[src/hdl/adll_pkg.sv]
`timescale 1ns / 1ps
// ---------------------------------------------------------------------------
// adll_pkg
// types, codes and sizes shared by the linked list core and its parts
// ---------------------------------------------------------------------------
package adll_pkg;

   localparam int SLOTS      = 64;
   localparam int SLOT_BITS  = $clog2(SLOTS);
   localparam int LINK_BITS  = $clog2(SLOTS + 1);
   localparam int VALUE_BITS = 32;

   typedef logic [LINK_BITS-1:0]  link_type;
   typedef logic [SLOT_BITS-1:0]  slot_type;
   typedef logic [VALUE_BITS-1:0] value_type;

   localparam link_type NULL_LINK = LINK_BITS'(SLOTS);

   // opcodes
   localparam logic [1:0] OP_INSERT  = 2'd0;
   localparam logic [1:0] OP_DELETE  = 2'd1;
   localparam logic [1:0] OP_LIST_FW = 2'd2;
   localparam logic [1:0] OP_LIST_RV = 2'd3;

   // status codes
   localparam logic [1:0] ST_OK        = 2'd0;
   localparam logic [1:0] ST_FULL      = 2'd1;
   localparam logic [1:0] ST_NOT_FOUND = 2'd2;
   localparam logic [1:0] ST_EMPTY     = 2'd3;

   typedef struct packed {
      logic [1:0]         opcode;
      logic signed [31:0] key_value;
   } adll_req_type;

   typedef struct packed {
      logic [1:0]         status;
      logic [5:0]         slot_index;
      logic signed [31:0] item_value;
      logic               last_flag;
   } adll_rsp_type;

   // link store commands, one read and up to three writes per cycle
   typedef struct packed {
      slot_type  rd_addr;
      logic      val_we;
      value_type val_wdata;
      logic      next_we;
      slot_type  next_waddr;
      link_type  next_wdata;
      logic      prev_we;
      slot_type  prev_waddr;
      link_type  prev_wdata;
   } adll_cmd_type;

   typedef struct packed {
      value_type rd_value;
      link_type  rd_next;
      link_type  rd_prev;
   } adll_data_type;

   function automatic logic link_ok(input link_type link);
      return link < NULL_LINK;
   endfunction

   function automatic slot_type to_slot(input link_type link);
      return link[SLOT_BITS-1:0];
   endfunction

endpackage

[src/hdl/adll_ram.sv]
`timescale 1ns / 1ps
// ---------------------------------------------------------------------------
// adll_ram
// generic single write, single read ram with registered read data
// ---------------------------------------------------------------------------
module adll_ram #(
   parameter int WIDTH = 8,
   parameter int DEPTH = 64
) (
   input  logic                     clock,
   input  logic                     we,
   input  logic [$clog2(DEPTH)-1:0] waddr,
   input  logic [WIDTH-1:0]         wdata,
   input  logic [$clog2(DEPTH)-1:0] raddr,
   output logic [WIDTH-1:0]         rdata
);

   logic [WIDTH-1:0] mem [DEPTH];
   logic [WIDTH-1:0] rdata_ff;

   always_ff @(posedge clock) begin
      if (we) begin
         mem[waddr] <= wdata;
      end
      rdata_ff <= mem[raddr];
   end

   assign rdata = rdata_ff;

endmodule

[src/hdl/adll_links.sv]
`timescale 1ns / 1ps
// ---------------------------------------------------------------------------
// adll_links
// node value, next link and prev link memories; next links read through
// per-slot valid bits so the reset free chain needs no clearing pass
// ---------------------------------------------------------------------------
module adll_links
   import adll_pkg::*;
(
   input  logic          clock,
   input  logic          reset,
   input  adll_cmd_type  cmd,
   output adll_data_type data
);

   logic [SLOTS-1:0] nvalid_ff, nvalid_in;
   logic             nvalid_rd_ff;
   slot_type         raddr_ff;
   link_type         next_ram;

   adll_ram #(.WIDTH(VALUE_BITS), .DEPTH(SLOTS)) u_values (
      .clock (clock),
      .we    (cmd.val_we),
      .waddr (cmd.next_waddr),
      .wdata (cmd.val_wdata),
      .raddr (cmd.rd_addr),
      .rdata (data.rd_value)
   );

   adll_ram #(.WIDTH(LINK_BITS), .DEPTH(SLOTS)) u_next (
      .clock (clock),
      .we    (cmd.next_we),
      .waddr (cmd.next_waddr),
      .wdata (cmd.next_wdata),
      .raddr (cmd.rd_addr),
      .rdata (next_ram)
   );

   // prev links of linked nodes are always written before they are read
   adll_ram #(.WIDTH(LINK_BITS), .DEPTH(SLOTS)) u_prev (
      .clock (clock),
      .we    (cmd.prev_we),
      .waddr (cmd.prev_waddr),
      .wdata (cmd.prev_wdata),
      .raddr (cmd.rd_addr),
      .rdata (data.rd_prev)
   );

   always_comb begin
      nvalid_in = nvalid_ff;
      if (cmd.next_we) begin
         nvalid_in[cmd.next_waddr] = 1'b1;
      end
   end

   always_ff @(posedge clock) begin
      if (reset) begin
         nvalid_ff <= '0;
      end else begin
         nvalid_ff <= nvalid_in;
      end
      nvalid_rd_ff <= nvalid_ff[cmd.rd_addr];
      raddr_ff     <= cmd.rd_addr;
   end

   // unwritten entry: slot i links to i+1, last slot to null
   assign data.rd_next = nvalid_rd_ff ? next_ram
                                      : LINK_BITS'(raddr_ff) + LINK_BITS'(1);

endmodule

[src/hdl/adll_seq.sv]
`timescale 1ns / 1ps
// ---------------------------------------------------------------------------
// adll_seq
// sequencer: walks links one read per cycle unless stalled; patches them
// ---------------------------------------------------------------------------
module adll_seq
   import adll_pkg::*;
(
   input  logic          clock,
   input  logic          reset,
   input  logic          req_valid,
   output logic          req_ready,
   input  adll_req_type  req_data,
   input  logic          out_room,
   output logic          out_load,
   output adll_rsp_type  out_beat,
   output adll_cmd_type  cmd,
   input  adll_data_type data
);

   localparam logic [3:0] S_IDLE     = 4'd0;
   localparam logic [3:0] S_INS_LINK = 4'd1;
   localparam logic [3:0] S_INS_TAIL = 4'd2;
   localparam logic [3:0] S_DEL_CMP  = 4'd3;
   localparam logic [3:0] S_DEL_FIX1 = 4'd4;
   localparam logic [3:0] S_DEL_FIX2 = 4'd5;
   localparam logic [3:0] S_LIST     = 4'd6;
   localparam logic [3:0] S_RESP     = 4'd7;

   logic [3:0]         state_ff, state_in;
   logic [1:0]         op_ff, op_in;
   logic signed [31:0] key_ff, key_in;
   link_type           head_ff, head_in;
   link_type           tail_ff, tail_in;
   link_type           free_ff, free_in;
   link_type           cur_ff, cur_in;
   link_type           nx_ff, nx_in;
   link_type           pv_ff, pv_in;
   logic [1:0]         status_ff, status_in;
   link_type           walk_nxt;
   logic               accept;

   assign req_ready = (state_ff == S_IDLE);
   assign accept    = req_valid & req_ready;
   assign walk_nxt  = (op_ff == OP_LIST_RV) ? data.rd_prev : data.rd_next;

   always_comb begin
      state_in  = state_ff;
      op_in     = op_ff;
      key_in    = key_ff;
      head_in   = head_ff;
      tail_in   = tail_ff;
      free_in   = free_ff;
      cur_in    = cur_ff;
      nx_in     = nx_ff;
      pv_in     = pv_ff;
      status_in = status_ff;

      cmd            = '0;
      cmd.rd_addr    = to_slot(cur_ff);
      cmd.val_wdata  = VALUE_BITS'(key_ff);

      out_load            = 1'b0;
      out_beat.status     = status_ff;
      out_beat.slot_index = (status_ff == ST_OK) ? 6'(cur_ff) : 6'd0;
      out_beat.item_value = key_ff;
      out_beat.last_flag  = 1'b1;

      unique case (state_ff)
         S_IDLE: begin
            if (accept) begin
               op_in  = req_data.opcode;
               key_in = req_data.key_value;
               unique case (req_data.opcode)
                  OP_INSERT: begin
                     if (!link_ok(free_ff)) begin
                        status_in = ST_FULL;
                        state_in  = S_RESP;
                     end else begin
                        cmd.rd_addr = to_slot(free_ff);
                        cur_in      = free_ff;
                        state_in    = S_INS_LINK;
                     end
                  end
                  OP_DELETE: begin
                     if (!link_ok(head_ff)) begin
                        status_in = ST_NOT_FOUND;
                        state_in  = S_RESP;
                     end else begin
                        cmd.rd_addr = to_slot(head_ff);
                        cur_in      = head_ff;
                        state_in    = S_DEL_CMP;
                     end
                  end
                  default: begin
                     if (!link_ok(head_ff)) begin
                        status_in = ST_EMPTY;
                        state_in  = S_RESP;
                     end else begin
                        cur_in      = (req_data.opcode == OP_LIST_RV) ? tail_ff : head_ff;
                        cmd.rd_addr = to_slot(cur_in);
                        status_in   = ST_OK;
                        state_in    = S_LIST;
                     end
                  end
               endcase
            end
         end
         S_INS_LINK: begin
            // pop the free chain, new node links back to the old tail
            free_in        = data.rd_next;
            cmd.val_we     = 1'b1;
            cmd.next_we    = 1'b1;
            cmd.next_waddr = to_slot(cur_ff);
            cmd.next_wdata = NULL_LINK;
            cmd.prev_we    = 1'b1;
            cmd.prev_waddr = to_slot(cur_ff);
            cmd.prev_wdata = tail_ff;
            status_in      = ST_OK;
            if (link_ok(tail_ff)) begin
               state_in = S_INS_TAIL;
            end else begin
               head_in  = cur_ff;
               tail_in  = cur_ff;
               state_in = S_RESP;
            end
         end
         S_INS_TAIL: begin
            cmd.next_we    = 1'b1;
            cmd.next_waddr = to_slot(tail_ff);
            cmd.next_wdata = cur_ff;
            tail_in        = cur_ff;
            state_in       = S_RESP;
         end
         S_DEL_CMP: begin
            if (data.rd_value == VALUE_BITS'(key_ff)) begin
               nx_in    = data.rd_next;
               pv_in    = data.rd_prev;
               state_in = S_DEL_FIX1;
            end else if (!link_ok(data.rd_next)) begin
               status_in = ST_NOT_FOUND;
               state_in  = S_RESP;
            end else begin
               cmd.rd_addr = to_slot(data.rd_next);
               cur_in      = data.rd_next;
            end
         end
         S_DEL_FIX1: begin
            // freed slot goes to the front of the free chain
            cmd.next_we    = 1'b1;
            cmd.next_waddr = to_slot(cur_ff);
            cmd.next_wdata = free_ff;
            cmd.prev_we    = link_ok(nx_ff);
            cmd.prev_waddr = to_slot(nx_ff);
            cmd.prev_wdata = link_ok(pv_ff) ? pv_ff : NULL_LINK;
            free_in        = cur_ff;
            if (cur_ff == head_ff) begin
               head_in = link_ok(nx_ff) ? nx_ff : NULL_LINK;
            end
            if (cur_ff == tail_ff) begin
               tail_in = link_ok(pv_ff) ? pv_ff : NULL_LINK;
            end
            state_in = S_DEL_FIX2;
         end
         S_DEL_FIX2: begin
            cmd.next_we    = link_ok(pv_ff);
            cmd.next_waddr = to_slot(pv_ff);
            cmd.next_wdata = link_ok(nx_ff) ? nx_ff : NULL_LINK;
            cmd.prev_we    = 1'b1;
            cmd.prev_waddr = to_slot(cur_ff);
            cmd.prev_wdata = NULL_LINK;
            status_in      = ST_OK;
            state_in       = S_RESP;
         end
         S_LIST: begin
            out_beat.status     = ST_OK;
            out_beat.slot_index = 6'(cur_ff);
            out_beat.item_value = 32'($signed(data.rd_value));
            out_beat.last_flag  = !link_ok(walk_nxt);
            if (out_room) begin
               out_load = 1'b1;
               if (!link_ok(walk_nxt)) begin
                  state_in = S_IDLE;
               end else begin
                  cmd.rd_addr = to_slot(walk_nxt);
                  cur_in      = walk_nxt;
               end
            end
         end
         S_RESP: begin
            if (out_room) begin
               out_load = 1'b1;
               state_in = S_IDLE;
            end
         end
         default: begin
            state_in = S_IDLE;
         end
      endcase
   end

   always_ff @(posedge clock) begin
      if (reset) begin
         state_ff <= S_IDLE;
         head_ff  <= NULL_LINK;
         tail_ff  <= NULL_LINK;
         free_ff  <= '0;
      end else begin
         state_ff <= state_in;
         head_ff  <= head_in;
         tail_ff  <= tail_in;
         free_ff  <= free_in;
      end
      op_ff     <= op_in;
      key_ff    <= key_in;
      cur_ff    <= cur_in;
      nx_ff     <= nx_in;
      pv_ff     <= pv_in;
      status_ff <= status_in;
   end

endmodule

[src/hdl/array_doubly_linked_list_core.sv]
`timescale 1ns / 1ps
// ---------------------------------------------------------------------------
// array_doubly_linked_list_core
// doubly linked list kept in a fixed slot pool with a free chain
// ---------------------------------------------------------------------------
//  channel   ports                          beat
//  request   req_valid req_ready req_data   opcode, key_value
//  response  rsp_valid rsp_ready rsp_data   status, slot_index, item_value,
//                                           last_flag
//
// - insert: free chain pop, then link writes; the tail is kept in
//   a register so no walk is needed
// - delete: walks from the head with one read of the shared memory port
//   per node visited, patches the links in S_DEL_FIX1 and then S_DEL_FIX2,
//   and loads the beat
// - listing: one beat per node per cycle while the output has room, set by the single memory read port
// - reset clears head, tail, free pointer and next-link valid bits; no clearing pass
// - req_ready is high only while idle; a stalled rsp holds the walk in place
//   while the last beat waits in the output register
// ---------------------------------------------------------------------------
module array_doubly_linked_list_core
   import adll_pkg::*;
(
   input  logic         clock,
   input  logic         reset,
   input  logic         req_valid,
   output logic         req_ready,
   input  adll_req_type req_data,
   output logic         rsp_valid,
   input  logic         rsp_ready,
   output adll_rsp_type rsp_data
);

   adll_cmd_type  cmd;
   adll_data_type data;
   adll_rsp_type  out_beat;
   logic          out_load;
   logic          out_room;

   logic          rsp_valid_ff, rsp_valid_in;
   adll_rsp_type  rsp_data_ff, rsp_data_in;

   // walk sequencer and list pointers
   adll_seq u_seq (
      .clock     (clock),
      .reset     (reset),
      .req_valid (req_valid),
      .req_ready (req_ready),
      .req_data  (req_data),
      .out_room  (out_room),
      .out_load  (out_load),
      .out_beat  (out_beat),
      .cmd       (cmd),
      .data      (data)
   );

   // node storage
   adll_links u_links (
      .clock (clock),
      .reset (reset),
      .cmd   (cmd),
      .data  (data)
   );

   // output register, free when empty or being taken this cycle
   assign out_room = ~rsp_valid_ff | rsp_ready;

   always_comb begin
      rsp_valid_in = rsp_valid_ff & ~rsp_ready;
      rsp_data_in  = rsp_data_ff;
      if (out_load) begin
         rsp_valid_in = 1'b1;
         rsp_data_in  = out_beat;
      end
   end

   always_ff @(posedge clock) begin
      if (reset) begin
         rsp_valid_ff <= 1'b0;
      end else begin
         rsp_valid_ff <= rsp_valid_in;
      end
      rsp_data_ff <= rsp_data_in;
   end

   assign rsp_valid = rsp_valid_ff;
   assign rsp_data  = rsp_data_ff;

endmodule
[config.mk]
export PLATFORM = sky130hd
export DESIGN_NAME = array_doubly_linked_list_core
export DESIGN_NICKNAME = d
export VERILOG_FILES = /design/src/hdl/adll_pkg.sv /design/src/hdl/adll_ram.sv /design/src/hdl/adll_links.sv /design/src/hdl/adll_seq.sv /design/src/hdl/array_doubly_linked_list_core.sv
export SDC_FILE = /design/constraint.sdc
export NUM_CORES = 2
export LEC_CHECK = 0
export BUFFER_PORTS_ARGS = -buffer_cell sky130_fd_sc_hd__buf_2
export CAP_MARGIN = 40
export CORE_MARGIN = 2
export CORE_UTILIZATION = 25
export CTS_CLUSTER_DIAMETER = 30
export DETAILED_ROUTE_END_ITERATION = 8
export GPL_TIMING_DRIVEN = 0
export MAX_ROUTING_LAYER = met4
export PLACE_DENSITY = 0.37
export SYNTH_ARGS = -nofsm -noshare
export SYNTH_HDL_FRONTEND = slang
export SYNTH_SLANG_ARGS = --single-unit
export TNS_END_PERCENT = 10
[constraint.sdc]
create_clock -name clock -period 6.08 [get_ports clock]
set_clock_uncertainty 0.15 [all_clocks]
set_input_delay 1.216 -clock clock [delete_from_list [all_inputs] [get_ports clock]]
set_output_delay 1.216 -clock clock [all_outputs]
set_load 0.01 [all_outputs]
* Word level (Yosys, flattened, before mapping) *
Memory sizes are Yosys's and may differ from the RTL's. A register that Yosys moved wholly into a read port is not among the register bits.
Cells that the tools add are included.

cells by class
  add/sub/neg operators = 1
  $lt $le $gt $ge = 10
  equal/unequal tests = 30
  muxes and demuxes = 69
  bitwise operators = 6
  reduce and logical (&&, ||, !) cells = 19

operators by type and width
  kind                                                        count
  two-way mux 7 bit                                           16
  bitwise OR 64 bit                                           1
  one-hot mux 14 bit (4 select lines)                         1
  two-way mux 6 bit                                           9
  less-than comparator 7 bit, second input constant           7
  one-hot mux 14 bit (3 select lines)                         1
  one-hot mux 7 bit (2 select lines)                          3
  one-hot mux 7 bit (3 select lines)                          2
  two-way mux 39 bit                                          1
  equality test 32 bit                                        1
  one-hot mux 4 bit (7 select lines)                          1
  two-way mux 4 bit                                           6
  one-hot mux 6 bit (3 select lines)                          1
  equality test 4 x 3 -> 1 bit, second input constant         4
  inequality test 3 bit, second input constant                5
  equality test 7 bit                                         2
  less-than comparator 6 x 7 -> 1 bit, second input constant  2
  inequality test 2 bit, second input constant                7
  two-way mux 1 bit                                           13
  two-way mux 2 bit                                           6
  one-hot mux 6 bit (2 select lines)                          1
  two-way mux 3 bit                                           3
  AND reduction 9 bit                                         1
  nonzero test 3 bit                                          3
  26 further kinds                                            38

storage, ports and cells
  register bits after elaboration = 195
  bits in writable memories = 2944
  bits of input ports = 38
  output and inout bits = 43
  logic and storage cells = 156
  memories = 3

memory list
  name                  words  bits a word  read ports  clocked after memory_dff  wr ports  RTL line        text
  u_links.u_values.mem  64     32           1           1                         1         adll_ram.sv:18  logic [WIDTH-1:0] mem [DEPTH];
  u_links.u_next.mem    64     7            1           1                         1         adll_ram.sv:18
  u_links.u_prev.mem    64     7            1           1                         1         adll_ram.sv:18

* Longest topological paths before layout *
  depth in word-level cells = 9
  gate-level depth with buffers = 18
  mapped depth without buffers = 13

* Hierarchy *
A second synthesis with hierarchy kept.

second synthesis, totals
  cells, all modules = 5941
  area total of the unflattened synthesis = 123524.7 µm²

modules (own cells, without submodules)
  module                         instances  cells an instance  area an instance (µm²)  seq. area each (µm²)
  adll_ram at u_links.u_values   1          3324               78515.3                 62139.6
  adll_ram at u_links.u_prev     1          827                17635.7                 13593.0
  adll_ram at u_links.u_next     1          827                17634.4                 13593.0
  adll_seq                       1          616                5530.3                  2192.1
  adll_links                     1          302                2931.6                  1421.4
  array_doubly_linked_list_core  1          45                 1277.5                  1251.2

* Least setup slack after synthesis *
OpenSTA, ideal clock, no wires.

  kind = input to register
  start point = input req_valid
  end point = register u_links.u_next.rdata_ff[0] (netlist: u_links.u_next.rdata[0]), read port of u_links.u_next.mem
  library setup time = 0.119 ns
  arrival time = 4.249 ns
  data required time = 5.811 ns
  setup slack = 1.563 ns
  stages on the path = 13
  buffers on the path = 2
  path through = nand2_2 > clkinv_1 > o22ai_1 > or2_1 > a21o_1 > nor2_2 > inv_2 > buf_4 > buf_1 > mux4_2 > a22oi_1 > a21oi_1 > o221a_1

on the way
  longest elaborated chain between the ends = 3

ends and longest elaborated chain
  item                                RTL line                             text
  start, declared                     array_doubly_linked_list_core.sv:26  input logic req_valid,
  AND 1 bit                           adll_seq.sv:44                       assign accept = req_valid & req_ready;
  two-way mux 6 bit                   adll_seq.sv:71                       if (accept) begin
  one-hot mux 6 bit (3 select lines)  adll_seq.sv:69                       unique case (state_ff)
  end, declared                       adll_ram.sv:19                       logic [WIDTH-1:0] rdata_ff;

No other way between the ends.
A chain may end at the register's enable or synchronous reset.

* Worst setup path after layout *
  start point = register u_seq.key_ff[3]
  end point = register u_links.u_values.rdata_ff[31] (netlist: u_links.u_values.rdata[31]), read port of u_links.u_values.mem

on the way
  longest elaborated chain between the ends = 3

ends and longest elaborated chain
  item                                RTL line         text
  start, declared                     adll_seq.sv:32   logic signed [31:0] key_ff, key_in;
  start signal, assigned              adll_seq.sv:215  key_ff <= key_in;
  equality test 32 bit                adll_seq.sv:136  if (data.rd_value == VALUE_BITS'(key_ff)) begin
  two-way mux 6 bit                   adll_seq.sv:136
  one-hot mux 6 bit (3 select lines)  adll_seq.sv:69
  end, declared                       adll_ram.sv:19

No other way between the ends.

==> impl_results.md <==
* Seq/Total Area, Yosys at 75.3%
* Initial Utilization at 25.1%
* Total wire length at 571,000 um
* Setup WS post-layout at -24.0 ps
* Routed Antenna Nets at 0
* Area of the mapped netlist at 125,000 sq um
* Mapped Cells at 8,321
* Fmax at 0.164 GHz
* Die Area at 506,000 sq um
* FFs w/ async S/R, synth at 0%
* Largest net degree at the start of global routing at 65
* Vias in the first global route at 83,317
* # DRC at 0
* WHS Path Cells at 1
* Synth top area share at 73.0%
* Chip height at 712 um
* Status: finished, violations left
* Max-capacitance violation count at 0
* Cell taking the most area after synthesis: edfxtp_1
* Number of top-level pins at 81
* Arrival time worst endpoint at 6840 ps
* 1st-iter DRT viols at 10,161
* Later-pin clock latency in the skew report at 1100 ps
* Hold WC Path Type: primary input to register
* Final Hold Fails at 0
* Layout area overhead at 34.9%
* Vias at 84,710
* H-tree depth at 6
* Setup CP Type: register to register
* Synth cell types at 77
* Failing checks: negative setup slack
* Grt ovf at 0
* Critical Path RT at 6820 ps
* Clock Tree Buf Depth at 4
* Root Driver: clkbuf_16
* Synth area leaders: edfxtp_1, nand2_1, mux4_2, dfxtp_1, a21oi_1
* Seq cells post-synth at 3,184
* Clock sinks at 3,184
* Element type at the critical path start: register
* DP Wirelength at 420,000 um
* Initial DRT Pass Iterations at 6
* Slew headroom at 32.8%
* Syn_nets at 8,360
* Slew @ Worst Pin at 1000 ps
* Final Cycle Share at 100%
* Syn Area/Cell at 15.0 sq um
* Via density at 4.99
* Setup violators final at 3
* RSZ-0062 raised after global routing: true
* Hold WS at 162 ps
* Post-route minimum period at 6100 ps
* Synth Warn # at 0
* Final GP Congestion at 0.902
* Slowest cell on crit path: buf_2
* Crit-path max FO at 20
* GRT Total Usage at 22.5%
* First-pass GRT wire length at 755,000 um
* Worst reg2reg path depth at 17
* Die Span X at 712 um
* Rows at 259
* CTS tree: yes
* Share of cells above drive strength 1 at 23.5%
* Final nets at 9,700
* Antenna violations before repair at 66
* Post-synth EDFFs at 3,042
* Critical path, cell by cell: buf_16, buf_16, xor2_1, nor4_1, nand4_1, buf_6, nor3_1, a41oi_1, and2_1, buf_4, inv_4, buf_4, buf_2, nand2_1, a41oi_1, o32a_1, a211oi_1
* Core ar. at 498,000 sq um
* Total CTS buffers at 760
* Fin. max-slew vios at 0
* Worst path bufs/invs at 7
* I/O Buffers at 79
* Top_reg_cell synth: edfxtp_1
* Peak per-stage delay on the critical path at 670 ps
* Clk slew on worst S/H paths at 40 ps
* WL/cell at 33.7 um
* CP endpoint kind: register
* Critical Path Stages at 17
* Crit path max-delay family: buffers and inverters
[area by class of cell]
type | count | area [sq um]
fill | 48075 | 329000
sequential | 3184 | 94200
multi-input combinational | 4567 | 29400
clock buffer | 907 | 19800
timing repair buffer | 579 | 8390
tap | 6655 | 8330
clock inverter | 485 | 5810
buffer | 553 | 2760
inverter | 16 | 70.1
antenna | 22 | 55.1
[flip-flops by register name, indices dropped and copies added, names as in the netlist, 32 cells and up]
signal                  cells
u_links.u_values.mem     2048
u_links.u_next.mem        448
u_links.u_prev.mem        448
u_links.nvalid_ff          64
rsp_data                   41
u_links.u_values.rdata     32
u_seq.key_ff               32
[placed cells by master, fill, tap and decap left out, types with 121 or more instances in the layout]
cell | netlist | final
mux2i_1 | 226 | 225
a22oi_1 | 156 | 152
edfxtp_1 | 3042 | 3042
buf_2 | 207 | 272
a32oi_1 | 121 | 121
a211oi_1 | 220 | 211
clkbuf_1 | 253 | 354
nand3_1 | 314 | 314
dfxtp_1 | 142 | 142
clkinv_1 | 3 | 139
buf_4 | 48 | 183
nand2_1 | 1513 | 1500
a21oi_1 | 565 | 542
mux4_2 | 196 | 196
nor2_1 | 384 | 312
clkinv_2 | 0 | 135
clkbuf_16 | 0 | 763
[synth_stat cells, types with 42 or more instances]
library cell and n:
edfxtp_1 3042, nand2_1 1513, a21oi_1 565, nor2_1 384, nand3_1 314, clkbuf_1 253, mux2i_1 226, a211oi_1 220
buf_2 207, mux4_2 196, a22oi_1 156, dfxtp_1 142, a32oi_1 121, a31oi_1 95, o22ai_1 79, nor4_1 62
and3_1 60, o21ai_0 54, buf_4 48, nor3_1 48, o21ai_1 48, xor2_1 47, a22o_1 45, nand4_1 42
[layer usage]
metal / vias up / wire [um] / track usage, %
met3: 853 / 40300 / 3.94
met4: 0 / 19700 / 7.25
li1: 35264 / - / -
met2: 3928 / 270000 / 35.9
met1: 44665 / 241000 / 29.1
met5: - / 0 / -
[worst paths after layout]
| path | start | to | slack [ps] |
|---|---|---|---|
| worst min register to register | u_links.u_prev.rdata[0] | u_seq.pv_ff[0] | 310 |
| worst max-delay path | u_seq.key_ff[3] | u_links.u_values.rdata[31] | -20 |
| worst max register to register | u_seq.key_ff[3] | u_links.u_values.rdata[31] | -20 |
| worst min-delay path | req_data[31] | u_seq.key_ff[31] | 160 |
[worst reg2reg max path: cells and delay by family, from the launching register on]
kind                      cells  cell delay (ps)
DFF                           1              560
and+or+nand+nor               5             1640
xor gates and xnor gates      1              180
buffers and inverters         7             2090
AOI/OAI and AO/OA             4             1300
[kinds of logic (layout without fill, tap and decap cells)]
| logic type | count (synthesis) | after routing | synth area share, % |
|---|---|---|---|
| buf+inv | 570 | 2540 | 2.11 |
| flops | 3184 | 3184 | 75.3 |
| other cells | 0 | 22 | 0 |
| xor+xnor | 50 | 50 | 0.350 |
| mux | 436 | 436 | 5.46 |
| simple gates | 2495 | 2495 | 8.37 |
| fa+ha+maj | 1 | 1 | 0.0100 |
| compound gates | 1585 | 1585 | 8.44 |
[per-stage QoR]
stage	TNS [ps]	instances	area, sq um	utilization, %	worst slack (ps)
after global routing	-27.2	16954	169000	33.9	-18.7
after CTS	-1.35	16935	169000	33.8	-0.962
final	-42.1	16968	169000	33.9	-24.0
after global placement	-3063930	15055	134000	26.9	-4950
after floorplan	0	8321	125000	-	1560
after detailed placement	-80210	15526	142000	28.6	-2080
[timing repair]
action / 4_1_cts / 5_1_grt
hold buffers: 0 / 0
pin swaps: 9 / 0
setup buffers: 17 / 4
gates cloned: 0 / 0
resized for setup: 141 / 9
endpoints found under the setup margin: 48 / 41
Power is left out: the tool's default activity adds up to more than one toggle a clock period on the data nets, which glitch-free logic cannot reach.
